$ cat src/rtl/core/pbl_pkg.sv
`timescale 1ns / 1ps

package pbl_pkg;

    // Defaults for the top-level parameters
    localparam int MAX_DEPTH_DEF   = 4096;
    localparam int MAX_QUALITY_DEF = 93;

    localparam int SUM_W  = 32;
    localparam int Q_W    = 7;     // quality index, at most MAX_QUALITY (93 by default)
    localparam int INC_W  = 17;    // signed table increment, down to -65536
    localparam int CODE_W = 3;
    localparam int INDEL_W = 10;

    localparam logic [INDEL_W-1:0] INDEL_MAX = 10'd1023;

    // ASCII characters the parser reacts to
    localparam logic [7:0] CH_DOT    = 8'h2E;
    localparam logic [7:0] CH_COMMA  = 8'h2C;
    localparam logic [7:0] CH_DOLLAR = 8'h24;
    localparam logic [7:0] CH_CARET  = 8'h5E;
    localparam logic [7:0] CH_PLUS   = 8'h2B;
    localparam logic [7:0] CH_MINUS  = 8'h2D;
    localparam logic [7:0] CH_ZERO   = 8'h30;
    localparam logic [7:0] CH_NINE   = 8'h39;
    localparam logic [7:0] PHRED_OFFSET = 8'd33;

    // Mismatch term: 1024*ln(p/3) in 16-bit fraction fixed point
    localparam logic [31:0] MIS_SLOPE = 32'd15452387;
    localparam logic [31:0] MIS_BASE  = 32'd73726623;
    localparam logic [31:0] MIS_ROUND = 32'd32768;

    typedef enum logic [1:0] {
        OP_BASE = 2'd0,
        OP_QUAL = 2'd1,
        OP_END  = 2'd2,
        OP_NONE = 2'd3
    } op_t;

    typedef enum logic [1:0] {
        MODE_NORMAL = 2'd0,
        MODE_CARET  = 2'd1,
        MODE_DIGITS = 2'd2,
        MODE_SKIP   = 2'd3
    } mode_t;

    typedef enum logic [CODE_W-1:0] {
        CODE_A     = 3'd0,
        CODE_T     = 3'd1,
        CODE_G     = 3'd2,
        CODE_C     = 3'd3,
        CODE_OTHER = 3'd4
    } base_code_t;

    typedef logic signed [SUM_W-1:0] score_t;
    typedef logic signed [INC_W-1:0] inc_t;

    // Front end to scoring stage
    typedef struct packed {
        logic           pop;
        logic           end_pos;
        logic           err;
        logic [Q_W-1:0] q;
    } pbl_item_t;

    // Scoring stage to normalisation
    typedef struct packed {
        logic   valid;
        logic   err;
        score_t a;
        score_t t;
        score_t g;
        score_t c;
    } pbl_snap_t;

    function automatic base_code_t base_code(input logic [7:0] ch);
        base_code_t code;
        unique case (ch)
            8'h41, 8'h61: code = CODE_A;
            8'h54, 8'h74: code = CODE_T;
            8'h47, 8'h67: code = CODE_G;
            8'h43, 8'h63: code = CODE_C;
            default:      code = CODE_OTHER;
        endcase
        return code;
    endfunction

    // round(1024*ln(1-p)), quality zero floored at -64 nat
    function automatic inc_t match_val(input logic [Q_W-1:0] q);
        inc_t v;
        unique case (q)
            7'd0:  v = -17'sd65536;
            7'd1:  v = -17'sd1619;
            7'd2:  v = -17'sd1021;
            7'd3:  v = -17'sd712;
            7'd4:  v = -17'sd520;
            7'd5:  v = -17'sd389;
            7'd6:  v = -17'sd296;
            7'd7:  v = -17'sd228;
            7'd8:  v = -17'sd177;
            7'd9:  v = -17'sd138;
            7'd10: v = -17'sd108;
            7'd11: v = -17'sd85;
            7'd12: v = -17'sd67;
            7'd13: v = -17'sd53;
            7'd14: v = -17'sd42;
            7'd15: v = -17'sd33;
            7'd16: v = -17'sd26;
            7'd17: v = -17'sd21;
            7'd18: v = -17'sd16;
            7'd19: v = -17'sd13;
            7'd20: v = -17'sd10;
            7'd21: v = -17'sd8;
            7'd22: v = -17'sd6;
            7'd23: v = -17'sd5;
            7'd24: v = -17'sd4;
            7'd25: v = -17'sd3;
            7'd26: v = -17'sd3;
            7'd27: v = -17'sd2;
            7'd28: v = -17'sd2;
            7'd29, 7'd30, 7'd31, 7'd32, 7'd33: v = -17'sd1;
            default: v = 17'sd0;
        endcase
        return v;
    endfunction

    // {saturated, result}; increments are never positive
    function automatic logic [SUM_W:0] sat_add(input score_t s, input inc_t v);
        logic signed [SUM_W:0] r;
        r = (SUM_W+1)'(s) + (SUM_W+1)'(v);
        if (r[SUM_W] != r[SUM_W-1]) begin
            return {1'b1, 1'b1, {(SUM_W-1){1'b0}}};
        end
        return {1'b0, r[SUM_W-1:0]};
    endfunction

    function automatic score_t max2(input score_t x, input score_t y);
        return (x > y) ? x : y;
    endfunction

endpackage

$ cat src/rtl/core/pbl_norm.sv
`timescale 1ns / 1ps

module pbl_norm (
    input  logic                 aclk,
    input  logic                 aresetn,
    input  logic                 adv,
    input  pbl_pkg::pbl_snap_t   snap,
    output logic                 m_valid,
    output pbl_pkg::score_t      m_lh_a,
    output pbl_pkg::score_t      m_lh_t,
    output pbl_pkg::score_t      m_lh_g,
    output pbl_pkg::score_t      m_lh_c,
    output logic                 m_overflow
);

    pbl_pkg::pbl_snap_t  hold_reg;
    pbl_pkg::score_t     max_reg;
    logic                valid_reg;
    pbl_pkg::score_t     a_reg, t_reg, g_reg, c_reg;
    logic                ovf_reg;

    // Find the maximum
    always_ff @(posedge aclk) begin
        if (!aresetn) begin
            hold_reg <= '0;
        end else if (adv) begin
            hold_reg <= snap;
        end
    end

    always_ff @(posedge aclk) begin
        if (adv) begin
            max_reg <= pbl_pkg::max2(pbl_pkg::max2(snap.a, snap.t),
                                     pbl_pkg::max2(snap.g, snap.c));
        end
    end

    // Subtract into the output register
    always_ff @(posedge aclk) begin
        if (!aresetn) begin
            valid_reg <= 1'b0;
        end else if (adv) begin
            valid_reg <= hold_reg.valid;
        end
    end

    always_ff @(posedge aclk) begin
        if (adv) begin
            a_reg   <= hold_reg.a - max_reg;
            t_reg   <= hold_reg.t - max_reg;
            g_reg   <= hold_reg.g - max_reg;
            c_reg   <= hold_reg.c - max_reg;
            ovf_reg <= hold_reg.err;
        end
    end

    assign m_valid    = valid_reg;
    assign m_lh_a     = a_reg;
    assign m_lh_t     = t_reg;
    assign m_lh_g     = g_reg;
    assign m_lh_c     = c_reg;
    assign m_overflow = ovf_reg;

endmodule

$ cat config.mk
export PLATFORM = sky130hd
export DESIGN_NAME = pbl_norm
export DESIGN_NICKNAME = d
export VERILOG_FILES = /design/src/rtl/core/pbl_pkg.sv /design/src/rtl/core/pbl_norm.sv
export SDC_FILE = /design/constraint.sdc
export NUM_CORES = 1
export LEC_CHECK = 0
export ABC_AREA = 1
export BUFFER_PORTS_ARGS = -buffer_cell sky130_fd_sc_hd__buf_2
export CAP_MARGIN = 5
export CORE_MARGIN = 8
export CORE_UTILIZATION = 45
export DETAILED_ROUTE_END_ITERATION = 7
export PLACE_DENSITY = 0.77
export RECOVER_POWER = 100
export SLEW_MARGIN = 40
export SYNTH_ARGS = -nofsm -noshare
export SYNTH_HDL_FRONTEND = slang
export SYNTH_SLANG_ARGS = --single-unit
$ cat constraint.sdc
create_clock -name aclk -period 4.1 [get_ports aclk]
set_clock_uncertainty 0.15 [all_clocks]
set_input_delay 0.205 -clock aclk [delete_from_list [all_inputs] [get_ports aclk]]
set_output_delay 0.205 -clock aclk [all_outputs]
set_load 0.01 [all_outputs]
Word-level counts from Yosys, hierarchy flattened
Cells that the tools add are included.

Muxes and demuxes: 3. Magnitude comparators: 3. Add/subtract/negate cells: 4.

Operators by type and width (number): $sub A32 B32 Y32 (4); $gt A32 B32 Y1 (3); $mux W32 (3).

Bits in registers: 292.

Logic depth before layout (Yosys ltp)
Depth after elaboration: 4. Gate-level depth with buffers: 35. Mapped depth without buffers: 34.

Worst setup path before layout
OpenSTA, ideal clock, no wires.

Path type: input to register. From: in snap[95] in the netlist's numbering. To: reg max_reg[10], data pin. Buffers on the path: 2. Required time: 3.696 ns. Arrival: 3.048 ns. Setup slack: 0.648 ns. Stages: 23. Library setup time: 0.254 ns. Cells stage by stage: inv_1 -> ha_1 -> nand2_1 -> nor2_1 -> and2_1 -> nand2_1 -> nor2_2 -> nand2_1 -> nand4_2 -> buf_2 -> nand4_1 -> and2_1 -> ha_1 -> nand2_1 -> nor2_1 -> nand2_1 -> nor4_2 -> nand2_1 -> nand3_1 -> nand3_2 -> clkbuf_1 -> nand3_1 -> nand2_1.

Longest elaborated chain between the ends: 4.

RTL lines: start, declared (line pbl_norm.sv:7) `input pbl_pkg::pbl_snap_t snap,`; $gt A32 B32 Y1 (line pbl_pkg.sv:138) `return (x > y) ? x : y;`; $mux W32 (*) (line pbl_pkg.sv:138); $gt A32 B32 Y1 (line pbl_pkg.sv:138); $mux W32 (*) (line pbl_pkg.sv:138); end signal, assigned (line pbl_norm.sv:33) `max_reg <= pbl_pkg::max2(pbl_pkg::max2(snap.a, snap.t),`; end, declared (line pbl_norm.sv:17) `pbl_pkg::score_t max_reg;`.

Mark *: on every way between the ends. The rest lies on a longest branch, timed or not. A chain may end at the register's enable or synchronous reset.

Worst setup path after layout
From: in snap[81] in the netlist's numbering. To: reg max_reg[16], data pin.

The elaborated chain is that of the path after synthesis.

==> flow_metrics.env <==
export IMPL_yosys_area_top_type_share_pct=23.70
export IMPL_initial_utilization_pct=45.25
export IMPL_io_buffers=262
export IMPL_syn_to_final_growth_pct=27.63
export IMPL_slew_headroom_pct=-42.04
export IMPL_hpwlAfterDp_um=58660
export IMPL_gp_congestion=0.9949
export IMPL_synth_top_area_cell="edfxtp_1"
export IMPL_path_buf_inv=4
export IMPL_first_pass_iters=6
export IMPL_hold_class="primary input to register"
export IMPL_fill_cells=4084
export IMPL_yosys_top_cells_area="edfxtp_1 (24%), ha_1 (13%), dfxtp_1 (13%)"
export IMPL_end_kind="register"
export IMPL_cp_slowest_cell="dlygate4sd3_1"
export IMPL_yosysWarnings=0
export IMPL_num_rows=78
export IMPL_ios=263
export IMPL_clk_pin_slew_ns=0.06
export IMPL_wl_per_cell_um=21.02
export IMPL_largest_reg_flops=130
export IMPL_postRouteAntennaNets=0
export IMPL_synthFlopType="edfxtp_1"
export IMPL_drc=0
export IMPL_syn_avg_cell_area_sq_um=7.728
export IMPL_synth_fp_nets=2997
export IMPL_power_density_mw_per_mm2=521.6
export IMPL_yosys_top_cells_count="nand2_1 (493), inv_1 (363), a21oi_1 (331)"
export IMPL_finalCritPeriodShare_pct=100.4
export IMPL_antenna_found_initial=6
export IMPL_wl_um=77300
export IMPL_grt_max_degree=145
export IMPL_crit_path_cell_trace="dlygate4sd3_1 -> inv_4 -> ha_4 -> nand2_1 -> nor2_1 -> and2_4 -> nand2_4 -> nor2_4 -> nand3_1 -> nand3_4 -> clkbuf_16 -> nand2_2 -> and2_1 -> ha_1 -> a21oi_1 -> o21a_1 -> nand2_1 -> a21oi_2 -> nand2_1 -> nand2_2 -> nand3_4 -> clkbuf_16 -> nand3_1 -> nand2_1"
export IMPL_grt_ovfl_total=0
export IMPL_ys_seq_area_share_pct=36.55
export IMPL_drv_cap=1
export IMPL_async_reset_ff_share_pct=0
export IMPL_gr_usage_all_layers_pct=27.37
export IMPL_grt_pass1_wl_um=112600
export IMPL_min_period_ns=4.116
export IMPL_setup_viol=5
export IMPL_critPathMaxFanout=7
export IMPL_drt_iter0_markers=2055
export IMPL_worstSetupPathType="primary input to register"
export IMPL_coreArea_sq_mm=0.04509
export IMPL_synth_cells=2640
export IMPL_cp_start_kind="primary input"
export IMPL_tightestPinTransition_ns=2.131
export IMPL_synth_edff_count=161
export IMPL_synth_seq_cells=292
export IMPL_synthesis_area_sq_mm=0.02040
export IMPL_setup_ws_ns=-0.01556
export IMPL_drive_gt1_share_pct=13.08
export IMPL_cp_common_cell="nand2_1"
export IMPL_ys_types=38
export IMPL_cpPeakStageDelay_ns=0.58
export IMPL_dieArea_sq_mm=0.05241
export IMPL_critPathTopFamily="simple AND/OR/NAND/NOR gates"
export IMPL_cts_tree="done"
export IMPL_die_height_um=228.9
export IMPL_fin_nets=3404
export IMPL_cts_sinks=292
export IMPL_fmaxAchievable_ghz=0.2430
export IMPL_grt_pass1_vias=19440
export IMPL_vias=20720
export IMPL_status="finished with violations"
export IMPL_yosysMostFrequentCell="nand2_1"
export IMPL_power_leakage_nw=12.54
export IMPL_viasPerCell=5.632
export IMPL_hold_viol=2
export IMPL_cts_made_buffers=35
export IMPL_ir_drop_mv=0.3367
export IMPL_arrival_ns=4.27
export IMPL_violations="hold timing, capacitance limit, slew limit, setup timing"
export IMPL_post_route_util_pct=57.75
export IMPL_root_buffer="clkbuf_16"
export IMPL_insertion_delay_ns=0.56
export IMPL_slew_viol_final=43
export IMPL_hold_ws_ns=-0.05015
export IMPL_clock_path_buffers=3
export IMPL_cts_max_level=2
export IMPL_die_x_um=228.9
export IMPL_cp_required_ns=4.25
## power by group
part	internal, mW	switching (mW)	leakage [nW]
logic	2.19	4.00	9.31
clock network	1.85	1.30	0.559
registers	4.01	0.233	2.67
total	8.05	5.53	12.5
## layout make-up
type	count	area, sq um	area share, %
Antenna cell	5	12.51	0.04805
Clock buffer	52	1055	4.051
Clock inverter	11	90.09	0.3460
Inverter	364	1418	5.444
Multi-Input combinational cell	1911	11910	45.74
Sequential cell	292	7457	28.64
Tap cell	600	750.7	2.883
Timing Repair Buffer	443	3347	12.85
## kinds of logic (layout without fill, tap and decap cells)
| family | after synthesis | after routing | share of synthesized area (%) |
|---|---|---|---|
| adder cells (fa/ha/maj) | 224 | 224 | 13.88 |
| other | 0 | 5 | 0 |
| AND/OR/NAND/NOR | 945 | 945 | 19.99 |
| XOR/XNOR | 104 | 104 | 4.465 |
| buffers and inverters | 437 | 870 | 8.255 |
| flip-flops | 292 | 292 | 36.55 |
| AO/OA/AOI/OAI | 638 | 638 | 16.85 |
## layer usage
layer | vias up | GRT usage [%] | wire, um
met5 | - | 0 | 10
met3 | 179 | 5.349 | 7264
met2 | 1061 | 42.19 | 33800
met4 | 2 | 9.962 | 3103
met1 | 9694 | 37.69 | 33120
li1 | 9779 | - | -
## worst paths after layout
kind,from,endpoint,slack [ns],cells after the start
worst min-delay path,snap[3],hold_reg[3],-0.05,3
worst min register to register,hold_reg[128],m_overflow,0.30,0
worst max-delay path,snap[81],max_reg[16],-0.02,24
worst max register to register,max_reg[1],m_lh_c[19],0.17,11
## metrics by stage
step	setup slack (ns)	total power [mW]	instance area, sq um	setup TNS [ns]	instances
6_report	-0.01556	13.58	26040	-0.03651	3678
5_1_grt	-0.1442	14.31	26040	-4.031	3678
4_1_cts	0.005240	13.24	25170	0	3682
3_5_place_dp	-0.04632	9.966	22820	-0.9163	3499
3_3_place_gp	0.05042	9.946	22820	0	3499
2_1_floorplan	0.6482	7.886	20400	0	2640
## cell usage in the layout, fill, tap and decap left out, types with 10 or more instances in the layout
cell type / n
nand4_1: 77
and2_1: 19
o21bai_1: 18
nand2_1: 446
edfxtp_1: 161
a21o_1: 28
nor2_2: 12
nor2_1: 176
xor2_1: 66
clkbuf_16: 49
dfxtp_1: 131
clkbuf_1: 143
inv_1: 329
nand2_2: 43
dlymetal6s4s_1: 36
buf_4: 60
xnor2_1: 38
and2_4: 15
o21ai_0: 213
inv_4: 13
inv_2: 18
a21oi_1: 322
buf_12: 12
nor3_1: 17
a31oi_1: 12
ha_1: 197
buf_2: 95
a21boi_0: 10
ha_4: 23
dlygate4sd3_1: 87
nand3_1: 108
## what timing repair did
item / 4_1_cts / 5_1_grt
hold buffers: 120 / 3
endpoints found under the hold margin: 134 / 28
setup buffers: 0 / 12
resized for setup: 0 / 235
endpoints found under the setup margin: 0 / 32
## worst min-delay path, cell delays in order
cell and delay, ns:
dlymetal6s4s_1 0.18, inv_2 0.07, a21oi_1 0.15
Power figures use the tool's default switching activity.
