<file path="src/rtl/core/pbl_pkg.sv">
`timescale 1ns / 1ps

package pbl_pkg;

    // Defaults for the top-level parameters
    localparam int MAX_DEPTH_DEF   = 4096;
    localparam int MAX_QUALITY_DEF = 93;

    localparam int SUM_W  = 32;
    localparam int Q_W    = 7;     // quality index, at most MAX_QUALITY (93 by default)
    localparam int INC_W  = 17;    // signed table increment, down to -65536
    localparam int CODE_W = 3;
    localparam int INDEL_W = 10;

    localparam logic [INDEL_W-1:0] INDEL_MAX = 10'd1023;

    // ASCII characters the parser reacts to
    localparam logic [7:0] CH_DOT    = 8'h2E;
    localparam logic [7:0] CH_COMMA  = 8'h2C;
    localparam logic [7:0] CH_DOLLAR = 8'h24;
    localparam logic [7:0] CH_CARET  = 8'h5E;
    localparam logic [7:0] CH_PLUS   = 8'h2B;
    localparam logic [7:0] CH_MINUS  = 8'h2D;
    localparam logic [7:0] CH_ZERO   = 8'h30;
    localparam logic [7:0] CH_NINE   = 8'h39;
    localparam logic [7:0] PHRED_OFFSET = 8'd33;

    // Mismatch term: 1024*ln(p/3) in 16-bit fraction fixed point
    localparam logic [31:0] MIS_SLOPE = 32'd15452387;
    localparam logic [31:0] MIS_BASE  = 32'd73726623;
    localparam logic [31:0] MIS_ROUND = 32'd32768;

    typedef enum logic [1:0] {
        OP_BASE = 2'd0,
        OP_QUAL = 2'd1,
        OP_END  = 2'd2,
        OP_NONE = 2'd3
    } op_t;

    typedef enum logic [1:0] {
        MODE_NORMAL = 2'd0,
        MODE_CARET  = 2'd1,
        MODE_DIGITS = 2'd2,
        MODE_SKIP   = 2'd3
    } mode_t;

    typedef enum logic [CODE_W-1:0] {
        CODE_A     = 3'd0,
        CODE_T     = 3'd1,
        CODE_G     = 3'd2,
        CODE_C     = 3'd3,
        CODE_OTHER = 3'd4
    } base_code_t;

    typedef logic signed [SUM_W-1:0] score_t;
    typedef logic signed [INC_W-1:0] inc_t;

    // Front end to scoring stage
    typedef struct packed {
        logic           pop;
        logic           end_pos;
        logic           err;
        logic [Q_W-1:0] q;
    } pbl_item_t;

    // Scoring stage to normalisation
    typedef struct packed {
        logic   valid;
        logic   err;
        score_t a;
        score_t t;
        score_t g;
        score_t c;
    } pbl_snap_t;

    function automatic base_code_t base_code(input logic [7:0] ch);
        base_code_t code;
        unique case (ch)
            8'h41, 8'h61: code = CODE_A;
            8'h54, 8'h74: code = CODE_T;
            8'h47, 8'h67: code = CODE_G;
            8'h43, 8'h63: code = CODE_C;
            default:      code = CODE_OTHER;
        endcase
        return code;
    endfunction

    // round(1024*ln(1-p)), quality zero floored at -64 nat
    function automatic inc_t match_val(input logic [Q_W-1:0] q);
        inc_t v;
        unique case (q)
            7'd0:  v = -17'sd65536;
            7'd1:  v = -17'sd1619;
            7'd2:  v = -17'sd1021;
            7'd3:  v = -17'sd712;
            7'd4:  v = -17'sd520;
            7'd5:  v = -17'sd389;
            7'd6:  v = -17'sd296;
            7'd7:  v = -17'sd228;
            7'd8:  v = -17'sd177;
            7'd9:  v = -17'sd138;
            7'd10: v = -17'sd108;
            7'd11: v = -17'sd85;
            7'd12: v = -17'sd67;
            7'd13: v = -17'sd53;
            7'd14: v = -17'sd42;
            7'd15: v = -17'sd33;
            7'd16: v = -17'sd26;
            7'd17: v = -17'sd21;
            7'd18: v = -17'sd16;
            7'd19: v = -17'sd13;
            7'd20: v = -17'sd10;
            7'd21: v = -17'sd8;
            7'd22: v = -17'sd6;
            7'd23: v = -17'sd5;
            7'd24: v = -17'sd4;
            7'd25: v = -17'sd3;
            7'd26: v = -17'sd3;
            7'd27: v = -17'sd2;
            7'd28: v = -17'sd2;
            7'd29, 7'd30, 7'd31, 7'd32, 7'd33: v = -17'sd1;
            default: v = 17'sd0;
        endcase
        return v;
    endfunction

    // {saturated, result}; increments are never positive
    function automatic logic [SUM_W:0] sat_add(input score_t s, input inc_t v);
        logic signed [SUM_W:0] r;
        r = (SUM_W+1)'(s) + (SUM_W+1)'(v);
        if (r[SUM_W] != r[SUM_W-1]) begin
            return {1'b1, 1'b1, {(SUM_W-1){1'b0}}};
        end
        return {1'b0, r[SUM_W-1:0]};
    endfunction

    function automatic score_t max2(input score_t x, input score_t y);
        return (x > y) ? x : y;
    endfunction

endpackage

</file>
<file path="src/rtl/core/pbl_score.sv">
`timescale 1ns / 1ps

module pbl_score (
    input  logic                        aclk,
    input  logic                        aresetn,
    input  logic                        adv,
    input  pbl_pkg::pbl_item_t          item,
    input  logic [pbl_pkg::CODE_W-1:0]  code,
    output pbl_pkg::pbl_snap_t          snap
);

    logic                 pop_reg, end_reg, err_reg;
    logic [1:0]           lane_reg;
    pbl_pkg::inc_t        hit_reg, miss_reg;
    logic [31:0]          mis_acc;
    pbl_pkg::inc_t        miss_val;

    pbl_pkg::score_t      sum_reg  [4];
    pbl_pkg::score_t      sum_next [4];
    logic                 serr_reg, serr_next;
    pbl_pkg::pbl_snap_t   snap_reg, snap_next;
    logic [pbl_pkg::SUM_W:0] add_res [4];

    assign mis_acc  = 32'(item.q) * pbl_pkg::MIS_SLOPE + pbl_pkg::MIS_BASE
                      + pbl_pkg::MIS_ROUND;
    assign miss_val = -$signed({1'b0, mis_acc[31:16]});

    // Lookup stage
    always_ff @(posedge aclk) begin
        if (!aresetn) begin
            pop_reg <= 1'b0;
            end_reg <= 1'b0;
            err_reg <= 1'b0;
        end else if (adv) begin
            pop_reg <= item.pop && (code <= pbl_pkg::CODE_C);
            end_reg <= item.end_pos;
            err_reg <= item.err;
        end
    end

    always_ff @(posedge aclk) begin
        if (adv) begin
            lane_reg <= code[1:0];
            hit_reg  <= pbl_pkg::match_val(item.q);
            miss_reg <= miss_val;
        end
    end

    // Accumulate stage
    always_comb begin
        serr_next = serr_reg;
        snap_next = '0;
        for (int i = 0; i < 4; i++) begin
            add_res[i]  = pbl_pkg::sat_add(sum_reg[i],
                              (lane_reg == 2'(i)) ? hit_reg : miss_reg);
            sum_next[i] = sum_reg[i];
        end
        if (pop_reg) begin
            for (int i = 0; i < 4; i++) begin
                sum_next[i] = add_res[i][pbl_pkg::SUM_W-1:0];
                serr_next   = serr_next | add_res[i][pbl_pkg::SUM_W];
            end
        end
        if (end_reg) begin
            snap_next.valid = 1'b1;
            snap_next.err   = serr_reg | err_reg;
            snap_next.a     = sum_reg[0];
            snap_next.t     = sum_reg[1];
            snap_next.g     = sum_reg[2];
            snap_next.c     = sum_reg[3];
            serr_next       = 1'b0;
            for (int i = 0; i < 4; i++) begin
                sum_next[i] = '0;
            end
        end
    end

    always_ff @(posedge aclk) begin
        if (!aresetn) begin
            serr_reg <= 1'b0;
            snap_reg <= '0;
            for (int i = 0; i < 4; i++) begin
                sum_reg[i] <= '0;
            end
        end else if (adv) begin
            serr_reg <= serr_next;
            snap_reg <= snap_next;
            for (int i = 0; i < 4; i++) begin
                sum_reg[i] <= sum_next[i];
            end
        end
    end

    assign snap = snap_reg;

endmodule

</file>
<file path="config.mk">
export PLATFORM = sky130hd
export DESIGN_NAME = pbl_score
export DESIGN_NICKNAME = d
export VERILOG_FILES = /design/src/rtl/core/pbl_pkg.sv /design/src/rtl/core/pbl_score.sv
export SDC_FILE = /design/constraint.sdc
export NUM_CORES = 1
export LEC_CHECK = 0
export ABC_AREA = 1
export BUFFER_PORTS_ARGS = -buffer_cell sky130_fd_sc_hd__clkbuf_2
export CAP_MARGIN = 20
export CORE_MARGIN = 2
export CORE_UTILIZATION = 45
export CTS_CLUSTER_DIAMETER = 100
export CTS_CLUSTER_SIZE = 8
export DETAILED_ROUTE_END_ITERATION = 16
export GPL_TIMING_DRIVEN = 0
export PLACE_DENSITY_LB_ADDON = 0.05
export REMOVE_ABC_BUFFERS = 1
export SLEW_MARGIN = 10
export SYNTH_ARGS = -nofsm -noshare
export SYNTH_HDL_FRONTEND = slang
export SYNTH_SLANG_ARGS = --single-unit
</file>
<file path="constraint.sdc">
create_clock -name aclk -period 5.3 [get_ports aclk]
set_input_delay 0.795 -clock aclk [delete_from_list [all_inputs] [get_ports aclk]]
set_output_delay 0.795 -clock aclk [all_outputs]
set_load 0.005 [all_outputs]
</file>
Word level (Yosys, flattened, before mapping):

Memories as Yosys holds them, arrays and structs flattened. A register that Yosys moved wholly into a read port is not among the register bits.
Cells that the tools add are included.

* register bits: 153
* RAM bits: 128
* memory bits (read-only): 1088
* bits of input ports: 16
* output and inout port bits: 130
* memories kept: 2

Memory list
* (no name shown): depth 64, width 17, rd ports 1, clocked after Yosys merged registers in 1, write ports 0, RTL line pbl_pkg.sv:91 `unique case (q)`
* sum_reg: depth 4, width 32, rd ports 4, clocked after Yosys merged registers in 0, write ports 4, RTL line pbl_score.sv:18 `pbl_pkg::score_t sum_reg [4];`

* add/sub/neg operators: 7
* multipliers: 1
* order comparisons: 1
* equality and inequality tests: 7
* mux-type cells: 29
* bitwise logic cells: 9
* reduce and logical (&&, ||, !) cells: 4

Operators by type and width (count)
* 2-to-1 mux 33 bit: 8
* 2-to-1 mux 128 bit: 2
* adder 32 x 17 -> 33 bit: 4
* 2-to-1 mux 130 bit: 1
* 2-to-1 mux 32 bit: 4
* 2-to-1 mux 17 bit: 4
* adder 31 x 27 -> 32 bit, second input constant: 1
* adder 32 x 16 -> 32 bit, second input constant: 1
* multiplier 7 x 24 -> 31 bit, second input constant: 1
* negator 16 -> 17 bit: 1
* 2-to-1 mux 1 bit: 10
* bitwise OR 1 bit: 9
* == test 2 bit, second input constant: 2
* != test 1 bit: 4
* less-or-equal comparator 3 x 2 -> 1 bit, second input constant: 1
* == test 2 x 1 -> 1 bit, second input constant: 1
* logical NOT 2 bit: 1
* AND reduction 2 bit: 1
* nonzero test 2 bit: 1
* logical AND 1 bit: 1

Logic depth before layout (Yosys ltp):

Gate-level depths: netlist of run 1.

* word-level depth: 12
* depth in mapped cells: 28
* depth with buffers taken out: 27

Worst setup path before layout of run 1:

No wires, ideal clock.

* kind: input to register
* from: input item[2] (netlist bit)
* to: register miss_reg[16], data pin
* data arrival time: 4.917 ns
* path slack: 0.128 ns
* stages on the path: 22
* cell sequence: clkbuf_1 inv_1 buf_1 fa_1 inv_1 fa_1 fa_1 fa_1 ha_1 nand2_2 nor2_2 inv_2 nor2_2 nand2_1 nand2_1 nand2_1 nand2_1 nand3_1 nor2_2 nand3_2 nor2_1 nand2_1

* longest elaborated chain between the ends: 4

Ends and longest elaborated chain
* from (decl): RTL line pbl_score.sv:7 `input pbl_pkg::pbl_item_t item,`
* multiplier 7 x 24 -> 31 bit: RTL line pbl_score.sv:24 `assign mis_acc = 32'(item.q) * pbl_pkg::MIS_SLOPE + pbl_pkg::MIS_BASE`
* adder 31 x 27 -> 32 bit: RTL line pbl_score.sv:24
* adder 32 x 16 -> 32 bit: RTL line pbl_score.sv:25 `+ pbl_pkg::MIS_ROUND;`
* negator 16 -> 17 bit: RTL line pbl_score.sv:26 `assign miss_val = -$signed({1'b0, mis_acc[31:16]});`
* named net miss_val[16]: RTL line pbl_score.sv:16 `pbl_pkg::inc_t miss_val;`
* to (signal assigned): RTL line pbl_score.sv:45 `miss_reg <= miss_val;`
* to (decl): RTL line pbl_score.sv:14 `pbl_pkg::inc_t hit_reg, miss_reg;`

The timed path passes the listed nets, and every way through them passes these cells.
A chain may end at the register's enable or synchronous reset.

==> results.cfg, run 1 <==
[outcome]
status = finished clean

[layout]
final_common_cell = nand2_1
drive_gt1_frac = 0.0845
final_nets = 3713
areaGrowthSynthToFinish_pct = 12.9
antenna_cells = 0
final_cell_mix = 880 x nand2_1, 453 x inv_1, 359 x a21oi_1, 296 x nor2_1, 230 x ha_1
post-route-util = 0.514
regArea_um2 = 7490
fillers = 5165
multi_input_area_um2 = 13800
largest_reg_flops = 130

[die]
num_io_pins = 146
dieArea_um2 = 53600
dieWidth_um = 231
fp-row-count = 83
initial_utilization = 0.455
coreArea_um2 = 51200
fp.dieH_um = 231

[route]
num_vias = 21800
routed_wl_um = 68400
first_pass_iters = 7
route.detailed.drc = 0
drt-vias-per-instance = 5.28
wl_per_cell_um = 16.5
ant_nets = 0
drt_iter0_drc = 1299

[yosys]
ys_types = 43
synthArstFlopShare = 0
synth-simple-area-share = 0.254
yosysTopAreaCellShare = 0.206
synth_top_family_by_area = simple AND/OR/NAND/NOR gates
muxShareOfSynthArea = 0
syn_inst = 3275
synth_xor_area_frac = 0.00790
syn_avg_cell_area_um2 = 7.11
synth_area_leader_cell = edfxtp_1
ys_seq_elements = 294
yosysWarnings = 0
yosys-top-cells-area = edfxtp_1 21%, nand2_1 14%, ha_1 13%
syn_area_um2 = 23300
yosysSeqAreaShare = 0.322
synth-main-ff-cell = edfxtp_1
synth_edf_count = 160
synth_fa_ha_area_frac = 0.161
synth-compound-area-share = 0.170

[setup_path]
max_stage_delay_ps = 610
cp.arrival_ps = 5520
worstPathCellList = nor2_2 > inv_1 > nand2_1 > o21ai_0 > ha_1 > nor2_1 > a21oi_1 > a21oi_1 > o21bai_1 > nand2_1 > nand2_1 > nand3_1 > nand2_1 > xor2_1 > ha_1 > nor2_2 > buf_8 > inv_1 > a21oi_1 > o21a_1
crit_type = reg -> reg
cp_top_family = simple AND/OR/NAND/NOR gates
path_max_fanout = 23
cp.required_ps = 5740
critical_path_buf_inv_count = 3
cp_common_cell = nand2_1
slowest_stage = nor2_2
r2r_cells = 20
start_kind = register
worst-path-stages = 20
setup.worst_path.end_class = register

[clock_network]
cts_tree = done
cts_sinks = 294
clockBufferDepth = 3
h-tree-depth = 2
cts_buffers = 43
clk_pin_slew_ps = 50
root_buffer = clkbuf_16
hold_buffers = 0
insertion_delay_ps = 580

[sta]
hold_violations = 0
slew_headroom = 0.328
timing.fmax_mhz = 197
setup_violations = 0
worstMarginPinSlew_ps = 1010
min_period_ps = 5080
min_period_over_period = 0.959
fin_setup_tns_ps = 0
skew_ps = 31.2
rsz0062_at_grt = true
drv_slew = 0

[grt]
grt_pass1_wl_um = 109000
grt-busiest-layer = met2
gr-usage-met1 = 0.363
grt_util_all_layers = 0.255
met2_usage = 0.409
gr-total-overflow = 0
grt_max_degree = 103
grt_antenna_before_repair = 0
grt_pass1_vias = 20600
grt_util_met3 = 0.0284

[power_and_ir_drop]
vdd_ir_drop_max_mv = 0.214
pwr_density_cell_nw_per_um2 = 438
p_leak_nw = 12.5

[placed_design]
gp_congestion = 0.932
port_buffers = 145
dp_hpwl_um = 54000

[job]
max_cap_violations = 0

[hold_path]
hold_depth = 2
hold_path.class = in -> reg
## cell type report
cell class / count / share of cell area
Timing Repair Buffer: 165 / 0.0397
Clock inverter: 4 / 0.00219
Sequential cell: 294 / 0.285
Clock buffer: 75 / 0.0463
Tap cell: 680 / 0.0324
Multi-Input combinational cell: 2449 / 0.526
Inverter: 470 / 0.0683
## through the flow
| step | power (mW) | instance area (um2) | worst slack [ps] | instances | hold slack (ps) |
|---|---|---|---|---|---|
| 2_1_floorplan | 7.21 | 23000 | -1000 | 3213 | 435 |
| 3_3_place_gp | 8.77 | 24600 | -4940 | 4038 | 449 |
| 3_5_place_dp | 8.88 | 24900 | -783 | 4050 | 452 |
| 4_1_cts | 11.6 | 26200 | -29.2 | 4133 | 387 |
| 5_1_grt | 12.5 | 26300 | -228 | 4137 | 403 |
| 6_report | 11.5 | 26300 | 219 | 4137 | 414 |
## cells in the mapped netlist, types with 13 or more instances
master    number
o21a_1        13
xor2_1        19
nand2_1      881
a221oi_1      16
clkbuf_1      56
nor3_1        25
nor2_1       302
o21bai_1      29
fa_1          41
inv_1        459
edfxtp_1     160
ha_1         233
a31oi_1       19
nand4_1       34
nand3_1      129
nand2_2       17
o21ai_0      212
a21oi_1      359
dfxtp_1      134
o211ai_1      13
a21o_1        30
## what timing repair did
| item | CTS | global route |
|---|---|---|
| setup buffers | 4 | 4 |
| setup endpoints to repair | 20 | 68 |
| gates resized for setup | 6 | 21 |
## layer usage
| metal | wire (um) | share of wire |
|---|---|---|
| met5 | 0 | 0 |
| met2 | 30500 | 0.45 |
| met1 | 33300 | 0.49 |
| met4 | 1670 | 0.024 |
| met3 | 2960 | 0.043 |
## final timing paths
kind	from	to	slack, ps
worst max-delay path	lane_reg[1]	sum_reg[1][10]	220
worst min-delay path	code[2]	pop_reg	410
worst max register to register	lane_reg[1]	sum_reg[1][10]	220
worst min register to register	snap[129]	snap[129]	460
## worst register-to-register path, delay by kind of cell, from the launching register on
kind                       cells  cell delay [ps]
AOI/OAI and AO/OA              6             1320
xor gates and xnor gates       1              160
adders and majority gates      2              650
buffers and inverters          3              660
DFF                            1              450
and+or+nand+nor                8             1700
## cells by family after synthesis
group / after synthesis
compound gates: 718
xor+xnor: 21
fa+ha+maj: 274
buf+inv: 532
flops: 294
simple gates: 1436
## power breakdown
part	total, mW	internal, mW	leakage, nW	switching, mW
combinational	5.91	1.89	9.16	4.02
clock	2.62	1.56	0.607	1.06
sequential	3.00	2.77	2.74	0.229
(Power assumes the default switching activity.)
==> run 2, diff against run 1 <==
Settings changed: CORE_UTILIZATION 45 to 47.
==> results.cfg, run 2 (synthesis gave the netlist of run 1 again) <==
[outcome]
status = finished clean

[grt]
grt_pass1_vias = 20700
grt_pass1_wl_um = 107000
grt_max_degree = 106
grt_antenna_before_repair = 0
gr-total-overflow = 0
grt_util_all_layers = 0.264

[sta]
timing.fmax_mhz = 192
skew_ps = 34.9
min_period_over_period = 0.984
min_period_ps = 5210
drv_slew = 0
slew_headroom = 0.320
hold_violations = 0
rsz0062_at_grt = true
worstMarginPinSlew_ps = 1020
fin_setup_tns_ps = 0
setup_violations = 0
holdWs_ps = 432

[route]
route.detailed.drc = 0
num_vias = 21800
drt_iter0_drc = 1557
drt-vias-per-instance = 5.28
routed_wl_um = 67600
wl_per_cell_um = 16.4
ant_nets = 0
first_pass_iters = 5

[layout]
post-route-util = 0.537
final_cell_mix = 880 x nand2_1, 451 x inv_1, 358 x a21oi_1, 295 x nor2_1, 231 x ha_1
areaGrowthSynthToFinish_pct = 13.0
final_nets = 3718
largest_reg_flops = 130
drive_gt1_frac = 0.0861
antenna_cells = 0
final_common_cell = nand2_1

[setup_path]
cp.required_ps = 5710
start_kind = register
cp.arrival_ps = 5630
path_max_fanout = 25
crit_type = reg -> reg
setup.worst_path.end_class = register

[job]
max_cap_violations = 0

[die]
fp.dieH_um = 227
coreArea_um2 = 49000
dieArea_um2 = 51300
num_io_pins = 146
dieWidth_um = 227
fp-row-count = 81
initial_utilization = 0.476

[power_and_ir_drop]
p_total_mw = 11.4
p_seq_frac = 0.263
p_comb_frac = 0.516
sw_frac_of_total = 0.459
p_leak_nw = 12.5
power.switching_mw = 5.25
pwr_density_cell_nw_per_um2 = 435
vdd_ir_drop_max_mv = 0.232
p_clk_frac = 0.221
internal-power_mw = 6.19

[clock_network]
root_buffer = clkbuf_16
hold_buffers = 0
clk_pin_slew_ps = 50
cts_tree = done
insertion_delay_ps = 570
clockBufferDepth = 3
h-tree-depth = 2
cts_sinks = 294
cts_buffers = 42

[placed_design]
gp_congestion = 0.944
dp_hpwl_um = 53200
port_buffers = 145

[hold_path]
hold_path.class = in -> reg
-- run 2: changes by cell type in the layout (fill, tap and decap cells not counted), moves of 2 or more --
cell / before / now
buf_4: 11 / 15
nor2_4: 7 / 11
nor2_2: 18 / 15
clkbuf_4: 3 / 5
clkinv_8: 0 / 2
inv_1: 453 / 451
inv_16: 2 / 0
-- run 2: power by group through the flow --
stage,Sequential (mW),Clock (mW),Combinational (mW)
floorplan,2.94,0,4.27
global placement,3.06,0,5.68
detailed placement,3.05,0,5.80
CTS,3.01,2.60,5.84
global route,3.03,2.68,6.72
finish,3.01,2.53,5.90
-- run 2: routing by layer --
| layer | global-route usage | wire length, um |
|---|---|---|
| met1 | 0.365 | 32400 |
| met2 | 0.436 | 30600 |
| met4 | 0.0722 | 1640 |
| met5 | 0 | 0 |
| met3 | 0.0303 | 2990 |
-- run 2: final cells by class --
class                           count  area [um2]
Inverter                          470        1800
Timing Repair Buffer              171        1090
Multi-Input combinational cell   2449       13900
Fill cell                        4925       22600
Clock buffer                       75        1200
Clock inverter                      2        32.5
Tap cell                          664         831
Sequential cell                   294        7490
-- run 2: repair_timing --
action,in CTS,in global routing
endpoints found under the setup margin,13,55
cloned,0,0
gates resized for setup,5,27
setup buffers,5,9
-- run 2: worst max-delay path, stage by stage (launching register included) --
cell	delay, ps
edfxtp_1	480
inv_1	160
nand2_1	440
o21ai_0	410
ha_1	260
fa_1	200
nand2_1	70
a21oi_1	350
a21oi_1	180
o21bai_1	400
nand2_1	130
nand2_1	170
nand3_1	90
nand2_1	110
xor2_1	160
ha_1	270
nor2_2	490
buf_8	230
inv_1	180
a21oi_1	170
o21a_1	140
-- run 2: worst paths after layout --
| path | from | endpoint | slack, ps | cells after the start |
|---|---|---|---|---|
| worst max-delay path | lane_reg[0] | sum_reg[2][10] | 90 | 20 |
| worst min-delay path | code[2] | pop_reg | 430 | 2 |
| worst max register to register | lane_reg[0] | sum_reg[2][10] | 90 | 20 |
| worst min register to register | snap[123] | snap[123] | 460 | 2 |
-- run 2: stage by stage --
| stage | std cells | setup WS (ps) | instance area (um2) |
|---|---|---|---|
| 3_3_place_gp | 4022 | -4950 | 24600 |
| 6_report | 4125 | 85.7 | 26300 |
| 5_1_grt | 4125 | -181 | 26300 |
| 4_1_cts | 4116 | 17.4 | 26200 |
| 3_5_place_dp | 4034 | -707 | 24900 |
| 2_1_floorplan | 3213 | -1000 | 23000 |
